===== config.mk =====
export PLATFORM = sky130hd
export DESIGN_NAME = wildcard_glob_matcher
export DESIGN_NICKNAME = d
export VERILOG_FILES = /design/src/hdl/wgm_pkg.sv /design/src/hdl/wildcard_glob_matcher.sv
export SDC_FILE = /design/constraint.sdc
export NUM_CORES = 2
export LEC_CHECK = 0
export BUFFER_PORTS_ARGS = -buffer_cell sky130_fd_sc_hd__buf_2
export CAP_MARGIN = 20
export CORE_MARGIN = 8
export CORE_UTILIZATION = 42
export CTS_CLUSTER_DIAMETER = 60
export DETAILED_ROUTE_END_ITERATION = 16
export HOLD_SLACK_MARGIN = 0.06
export PLACE_DENSITY = 0.53
export SETUP_SLACK_MARGIN = 0.15
export SYNTH_ARGS = -nofsm -noshare
export SYNTH_HDL_FRONTEND = slang
export SYNTH_SLANG_ARGS = --single-unit

===== constraint.sdc =====
create_clock -name clk -period 4.3 [get_ports clk]
set_input_delay 0.215 -clock clk [delete_from_list [all_inputs] [get_ports clk]]
set_output_delay 0.215 -clock clk [all_outputs]
set_load 0.01 [all_outputs]

===== src/hdl/wgm_pkg.sv =====
// ----------------------------------------------------------------------------
// wgm_pkg
// Shared types and byte codes for the wildcard glob matcher.
// ----------------------------------------------------------------------------
package wgm_pkg;

	localparam logic [7:0] STAR_CH  = 8'h2A;
	localparam logic [7:0] QMARK_CH = 8'h3F;
	localparam logic [7:0] NUL_CH   = 8'h00;

	typedef enum logic [3:0] {
		ST_LOAD = 4'b0001,
		ST_RD   = 4'b0010,
		ST_EX   = 4'b0100,
		ST_DONE = 4'b1000
	} state_t;

	typedef enum logic [6:0] {
		OP_L1   = 7'b0000001,
		OP_L1Z  = 7'b0000010,
		OP_STAR = 7'b0000100,
		OP_SCAN = 7'b0001000,
		OP_L2   = 7'b0010000,
		OP_BQ   = 7'b0100000,
		OP_BS   = 7'b1000000
	} op_t;

endpackage


===== src/hdl/wildcard_glob_matcher.sv =====
// ----------------------------------------------------------------------------
// wildcard_glob_matcher
// Loads a pattern and a target string byte by byte and reports whether the
// target matches the pattern ('*' any run, '?' one byte).
// ----------------------------------------------------------------------------
// Loading takes one byte per cycle. The target terminator starts the match
// pass, which walks the pattern and target memories with a remembered star
// position; each step is a memory read state (ST_RD) followed by an evaluate
// state (ST_EX), backtracking adds steps, and ST_DONE then posts the result.
// A string over MAX_LEN bytes skips the pass and reports too_long. No input
// item is taken during the match pass.
module wildcard_glob_matcher #(
	parameter int MAX_LEN = 64
) (
	input  logic       clk,
	input  logic       arst_n,
	input  logic       s_tvalid,
	output logic       s_tready,
	input  logic [7:0] s_tdata,   // [7:0] ch
	input  logic [0:0] s_tuser,   // [0] func
	output logic       m_tvalid,
	input  logic       m_tready,
	output logic [7:0] m_tdata    // [0] match, [1] too_long, [7:2] zero
);

	localparam int AW = (MAX_LEN > 1) ? $clog2(MAX_LEN) : 1;
	localparam int LW = $clog2(MAX_LEN + 1);
	localparam int XW = LW + 2;

	wgm_pkg::state_t state_q;
	wgm_pkg::op_t    op_q;

	logic [LW-1:0] plen_q;
	logic [LW-1:0] tlen_q;
	logic          closed_q;
	logic          ovf_q;
	logic          res_q;
	logic          m_tvalid_q;
	logic [7:0]    m_tdata_q;

	logic [XW-1:0] pi_q;
	logic [XW-1:0] ti_q;
	logic [XW-1:0] pbk_q;
	logic [XW-1:0] tbk_q;

	logic [7:0] pat_mem [MAX_LEN];
	logic [7:0] tgt_mem [MAX_LEN];

	logic [7:0] pat_rd_s1;
	logic [7:0] tgt_rd_s1;
	logic       prng_s1;
	logic       trng_s1;

	logic          accept;
	logic          is_tgt;
	logic          ch_zero;
	logic          pat_we;
	logic          tgt_we;
	logic [XW-1:0] pa;
	logic [XW-1:0] ta;
	logic [7:0]    pv;
	logic [7:0]    tv;
	logic          p_star;
	logic          p_qm;
	logic          p_nul;
	logic          t_nul;
	logic          p_eq_t;

	assign s_tready = (state_q == wgm_pkg::ST_LOAD);
	assign m_tvalid = m_tvalid_q;
	assign m_tdata  = m_tdata_q;

	assign accept  = s_tvalid && s_tready;
	assign is_tgt  = s_tuser[0];
	assign ch_zero = (s_tdata == wgm_pkg::NUL_CH);
	assign pat_we  = accept && !is_tgt && !closed_q && !ch_zero
		&& (plen_q < LW'(MAX_LEN));
	assign tgt_we  = accept && is_tgt && !ch_zero && (tlen_q < LW'(MAX_LEN));

	always_comb begin
		pa = (op_q == wgm_pkg::OP_BQ) ? pbk_q : pi_q;
		if (op_q == wgm_pkg::OP_L1) begin
			ta = pi_q;
		end else if (op_q == wgm_pkg::OP_BS) begin
			ta = tbk_q;
		end else begin
			ta = ti_q;
		end
	end

	always_ff @(posedge clk) begin
		if (pat_we) begin
			pat_mem[plen_q[AW-1:0]] <= s_tdata;
		end
		pat_rd_s1 <= pat_mem[pa[AW-1:0]];
		prng_s1   <= (pa < XW'(plen_q));
	end

	always_ff @(posedge clk) begin
		if (tgt_we) begin
			tgt_mem[tlen_q[AW-1:0]] <= s_tdata;
		end
		tgt_rd_s1 <= tgt_mem[ta[AW-1:0]];
		trng_s1   <= (ta < XW'(tlen_q));
	end

	assign pv     = prng_s1 ? pat_rd_s1 : wgm_pkg::NUL_CH;
	assign tv     = trng_s1 ? tgt_rd_s1 : wgm_pkg::NUL_CH;
	assign p_star = (pv == wgm_pkg::STAR_CH);
	assign p_qm   = (pv == wgm_pkg::QMARK_CH);
	assign p_nul  = (pv == wgm_pkg::NUL_CH);
	assign t_nul  = (tv == wgm_pkg::NUL_CH);
	assign p_eq_t = (pv == tv);

	always_ff @(posedge clk or negedge arst_n) begin
		if (!arst_n) begin
			state_q    <= wgm_pkg::ST_LOAD;
			op_q       <= wgm_pkg::OP_L1;
			plen_q     <= '0;
			tlen_q     <= '0;
			closed_q   <= 1'b0;
			ovf_q      <= 1'b0;
			res_q      <= 1'b0;
			m_tvalid_q <= 1'b0;
			m_tdata_q  <= '0;
			pi_q       <= '0;
			ti_q       <= '0;
			pbk_q      <= '0;
			tbk_q      <= '0;
		end else begin
			if (m_tvalid_q && m_tready && (state_q != wgm_pkg::ST_DONE)) begin
				m_tvalid_q <= 1'b0;
			end
			unique case (state_q)
				wgm_pkg::ST_LOAD: begin
					if (accept) begin
						if (!is_tgt) begin
							if (!closed_q) begin
								if (ch_zero) begin
									closed_q <= 1'b1;
								end else if (pat_we) begin
									plen_q <= plen_q + LW'(1);
								end else begin
									ovf_q <= 1'b1;
								end
							end
						end else begin
							closed_q <= 1'b1;
							if (!ch_zero) begin
								if (tgt_we) begin
									tlen_q <= tlen_q + LW'(1);
								end else begin
									ovf_q <= 1'b1;
								end
							end else if (ovf_q) begin
								res_q   <= 1'b0;
								state_q <= wgm_pkg::ST_DONE;
							end else begin
								pi_q    <= '0;
								ti_q    <= '0;
								pbk_q   <= '0;
								tbk_q   <= '0;
								op_q    <= wgm_pkg::OP_L1;
								state_q <= wgm_pkg::ST_RD;
							end
						end
					end
				end
				wgm_pkg::ST_RD: begin
					state_q <= wgm_pkg::ST_EX;
				end
				wgm_pkg::ST_EX: begin
					state_q <= wgm_pkg::ST_RD;
					unique case (op_q)
						wgm_pkg::OP_L1: begin
							if (t_nul) begin
								if (p_star) begin
									pi_q <= pi_q + XW'(1);
									op_q <= wgm_pkg::OP_L1Z;
								end else begin
									res_q   <= p_nul;
									state_q <= wgm_pkg::ST_DONE;
								end
							end else if (p_star) begin
								ti_q <= pi_q;
								pi_q <= pi_q + XW'(1);
								op_q <= wgm_pkg::OP_STAR;
							end else if (!p_eq_t && !p_qm) begin
								res_q   <= 1'b0;
								state_q <= wgm_pkg::ST_DONE;
							end else begin
								pi_q <= pi_q + XW'(1);
							end
						end
						wgm_pkg::OP_L1Z: begin
							if (p_star) begin
								pi_q <= pi_q + XW'(1);
							end else begin
								res_q   <= p_nul;
								state_q <= wgm_pkg::ST_DONE;
							end
						end
						wgm_pkg::OP_STAR: begin
							if (p_star) begin
								pi_q <= pi_q + XW'(1);
							end else if (p_nul) begin
								res_q   <= 1'b1;
								state_q <= wgm_pkg::ST_DONE;
							end else if (t_nul) begin
								res_q   <= 1'b0;
								state_q <= wgm_pkg::ST_DONE;
							end else if (p_qm || p_eq_t) begin
								pbk_q <= pi_q;
								tbk_q <= ti_q;
								pi_q  <= pi_q + XW'(1);
								ti_q  <= ti_q + XW'(1);
								op_q  <= wgm_pkg::OP_L2;
							end else begin
								ti_q <= ti_q + XW'(1);
								op_q <= wgm_pkg::OP_SCAN;
							end
						end
						wgm_pkg::OP_SCAN: begin
							if (t_nul) begin
								res_q   <= 1'b0;
								state_q <= wgm_pkg::ST_DONE;
							end else if (!p_eq_t) begin
								ti_q <= ti_q + XW'(1);
							end else begin
								pbk_q <= pi_q;
								tbk_q <= ti_q;
								pi_q  <= pi_q + XW'(1);
								ti_q  <= ti_q + XW'(1);
								op_q  <= wgm_pkg::OP_L2;
							end
						end
						wgm_pkg::OP_L2: begin
							if (p_star) begin
								pi_q <= pi_q + XW'(1);
								op_q <= wgm_pkg::OP_STAR;
							end else if (!p_eq_t && !p_qm) begin
								if (t_nul) begin
									res_q   <= 1'b0;
									state_q <= wgm_pkg::ST_DONE;
								end else begin
									op_q <= wgm_pkg::OP_BQ;
								end
							end else if (t_nul) begin
								res_q   <= p_nul;
								state_q <= wgm_pkg::ST_DONE;
							end else begin
								pi_q <= pi_q + XW'(1);
								ti_q <= ti_q + XW'(1);
							end
						end
						wgm_pkg::OP_BQ: begin
							if (p_qm) begin
								pbk_q <= pbk_q + XW'(1);
								tbk_q <= tbk_q + XW'(1);
							end else begin
								pi_q  <= pbk_q;
								tbk_q <= tbk_q + XW'(1);
								op_q  <= wgm_pkg::OP_BS;
							end
						end
						wgm_pkg::OP_BS: begin
							if (p_eq_t) begin
								if (t_nul) begin
									res_q   <= p_nul;
									state_q <= wgm_pkg::ST_DONE;
								end else begin
									pi_q <= pi_q + XW'(1);
									ti_q <= tbk_q + XW'(1);
									op_q <= wgm_pkg::OP_L2;
								end
							end else if (t_nul) begin
								res_q   <= 1'b0;
								state_q <= wgm_pkg::ST_DONE;
							end else begin
								tbk_q <= tbk_q + XW'(1);
							end
						end
						default: begin
							op_q <= wgm_pkg::OP_L1;
						end
					endcase
				end
				wgm_pkg::ST_DONE: begin
					if (!m_tvalid_q || m_tready) begin
						m_tvalid_q <= 1'b1;
						m_tdata_q  <= {6'b0, ovf_q, res_q && !ovf_q};
						plen_q     <= '0;
						tlen_q     <= '0;
						closed_q   <= 1'b0;
						ovf_q      <= 1'b0;
						state_q    <= wgm_pkg::ST_LOAD;
					end
				end
				default: begin
					state_q <= wgm_pkg::ST_LOAD;
				end
			endcase
		end
	end

endmodule


==> results.toml <==
[place]
pre_cts_slack_ns = 0.415
place_hpwl_um = 82700
placed_area_mm2 = 0.0494
port_buffers = 16
gp_congestion = 0.858

[worst_setup_path]
crit_path_max_incr_delay_ns = 0.62
cp_cell_sequence = "or4b_4 -> nor2_2 -> mux2i_4 -> buf_12 -> buf_4 -> a311oi_1 -> a311oi_1 -> a31oi_1 -> a22oi_1 -> nand3_1"
required_ns = 4.87
cp-startpoint = "op_q[6]$_DFFE_PN0P_"
endpoint_kind = "flop"
cpMostUsedCell = "a311oi_1"
worst-path-max-fanout = 73
cp_num_buf_inv = 2
critPathSlowestCell = "or4b_4"
regToRegStartpoint = "op_q[6]$_DFFE_PN0P_"
cp_top_family = "compound AO/OA/AOI/OAI gates"
startpoint_type = "flop"
path_class = "flop to flop"
cp.arrival_ns = 4.50

[routing]
dr_wl_met2_um = 59100
top_layer = "met5"
avgRoutedWirePerCell_um = 24.9
antenna_left = 0
routed_via_density = 5.73
met1_length_um = 61500
drt-total-wl_um = 135000
drtIter0Drc = 3309
num_vias = 30900
drcViolationCount = 0
drtPass1Iterations = 6
route.met3.wl_um = 10600

[clock_network]
clk_latency_ns = 0.71
cts_sinks = 1109
root_buffer = "clkbuf_16"
clockBufferDepth = 3
numCtsBuffers = 117
cts_tree = "yes"
post_cts_buffers = 0
cts_htree_levels = 3
clk_pin_slew_ns = 0.06

[floorplan]
start_util_pct = 42.4
pin_count = 23
die_y_um = 350
die_area_mm2 = 0.123
fp-row-count = 122
fp.dieW_um = 350
core_mm2 = 0.111

[layout]
seqCellArea_mm2 = 0.0328
nFillCells = 9859
multi_input_area_mm2 = 0.0129
layout_commonest_cell = "edfxtp_1"
fin_util_pct = 47.9
final_nets = 3844
layout.cells.most_common_list = "edfxtp_1, nand2_1, nand3_1"
syn2layout_area_growth_pct = 13.0
postLayoutCellArea_mm2 = 0.0531
drive_gt1_share_pct = 11.0
diodes = 0

[pwr]
p_leak_nw = 18.6
powerDensity_mw_per_mm2 = 408
ir_drop_v = 0.000276

[timing]
timing.fmax_mhz = 254
min_period_ns = 3.93
relSlewSlack_pct = 23.6
timing.final.crit_share_pct = 91.5
rsz0062_at_grt = "false"
hold_viol = 0
worst_slew_pin_slew_ns = 1.13
finalClockSkew_ns = 0.0321
setup_slack_ns = 0.368
maxSlewViolCount = 0
hold_ws_ns = 0.125
setup_viol = 0
fin_setup_tns_ns = 0

[synth]
synthFlopType = "edfxtp_1"
syn_inst = 3719
synth.avg_cell_area_um2 = 12.6
netlist_area_mm2 = 0.0470
synth_edf_count = 1024
synth_seq_cells = 1109
ys_warn_count = 0
async_reset_ff_share_pct = 6.04
ys_seq_area_share_pct = 69.8
synth_cell_types = 97

[job]
maxCapViolCount = 0

[worst_hold_path]
hold_class = "input pin to flop"
worstHoldStart = "s_tdata[1]"

[status]
status = "finished, final reports clean"

[global_route]
antenna_found_initial = 3
track_usage_pct = 21.4
grt_pass1_vias = 29300
grt_max_degree = 129
gr-total-overflow = 0
grt_first_pass_wirelength_um = 198000
-- state kept, by name (all words and copies together), names as in the netlist, 2 cells and up --
| signal | flops |
|---|---|
| pat_mem | 512 |
| tgt_mem | 512 |
| pbk_q | 9 |
| pi_q | 9 |
| tbk_q | 9 |
| ti_q | 9 |
| pat_rd_s1 | 8 |
| tgt_rd_s1 | 8 |
| op_q | 7 |
| plen_q | 7 |
| tlen_q | 7 |
| state_q | 4 |
| m_tdata | 2 |
-- where the power goes --
part	switching (mW)	internal, mW	total, mW
Clock	4.17	5.43	9.61
Combinational	0.230	0.0281	0.258
Sequential	0.00282	11.8	11.8
Total	4.40	17.2	21.6
-- layer usage --
layer  vias up  track usage [%]
met5         -            0.314
met4         6             6.26
met3       173             4.38
met2      1166             31.8
met1     15500             31.8
li1      14100                -
-- Yosys cell counts (10+ instances only) --
master     instances  share of area [%]
o41ai_1           12               0.22
a32oi_1           13               0.24
buf_4             35               0.56
a211o_1           17               0.32
nor2_1           196                1.6
nand3_1          329                3.5
dfrtp_1           65                3.5
clkbuf_1          98               0.78
o22ai_1           32               0.43
nand2_1          882                7.1
o21ai_0           64               0.68
and3_1            77                1.0
and2_1            15               0.20
a21oi_1           87               0.93
nand4_1           24               0.32
mux2i_1          110                2.3
nor3_1            22               0.23
ha_1              18               0.48
a211oi_1          17               0.27
o2bb2ai_1         10               0.19
a21o_1            12               0.19
buf_2             87               0.93
buf_1             13               0.10
o21ai_1           14               0.15
a22oi_1           13               0.21
xnor2_1           18               0.34
buf_6             11               0.26
dfxtp_1           18               0.77
a311oi_1          81                1.5
o221ai_1          14               0.26
a31oi_1           58               0.77
inv_1             27               0.22
edfxtp_1        1024                 65
-- area by class of cell --
class | count | share of cell area (%)
clock buffer | 150 | 5.85
clock inverter | 67 | 0.934
inverter | 34 | 0.262
multi-input combinational | 2337 | 24.3
sequential | 1109 | 61.8
tap | 1488 | 3.51
timing repair buffer | 214 | 3.39
-- per-stage QoR --
stage | instances | total power [mW]
after detailed placement | 5178 | 12.3
after floorplan | 3724 | 12.0
final | 5399 | 21.6
after global routing | 5399 | 22.2
after global placement | 5178 | 12.3
after CTS | 5398 | 21.8
-- logic make-up (layout without fill, tap and decap cells) --
logic type	count (synthesis)	count (layout)	synth area share, %
other	1	6	0.00799
adder cells (fa/ha/maj)	18	18	0.480
AND/OR/NAND/NOR	1616	1616	15.2
flip-flops	1109	1109	69.8
multiplexers	114	114	2.44
buffers and inverters	278	465	2.92
AO/OA/AOI/OAI	556	556	8.64
XOR/XNOR	27	27	0.504
-- path summary, 6_finish.rpt --
| path | depth (start not counted) | slack [ns] | endpoint |
|---|---|---|---|
| worst max register to register | 10 | 0.37 | pat_rd_s1[2]$_DFF_P_ |
| worst min-delay path | 2 | 0.12 | pat_mem[6][1]$_DFFE_PP_ |
| min in group asynchronous | 2 | 0.21 | m_tvalid$_DFF_PN0_ |
| worst min register to register | 1 | 0.51 | m_tdata[1]$_DFFE_PN0P_ |
| worst max-delay path | 10 | 0.37 | pat_rd_s1[2]$_DFF_P_ |
| max in group asynchronous | 2 | 3.50 | plen_q[1]$_DFFE_PN0P_ |
-- repair_timing --
action                                  CTS  global route
hold endpoints to repair                 72             0
resized for setup                         0             2
endpoints found under the setup margin    0             2
hold buffers                              3             0
Power figures use the tool's default switching activity.
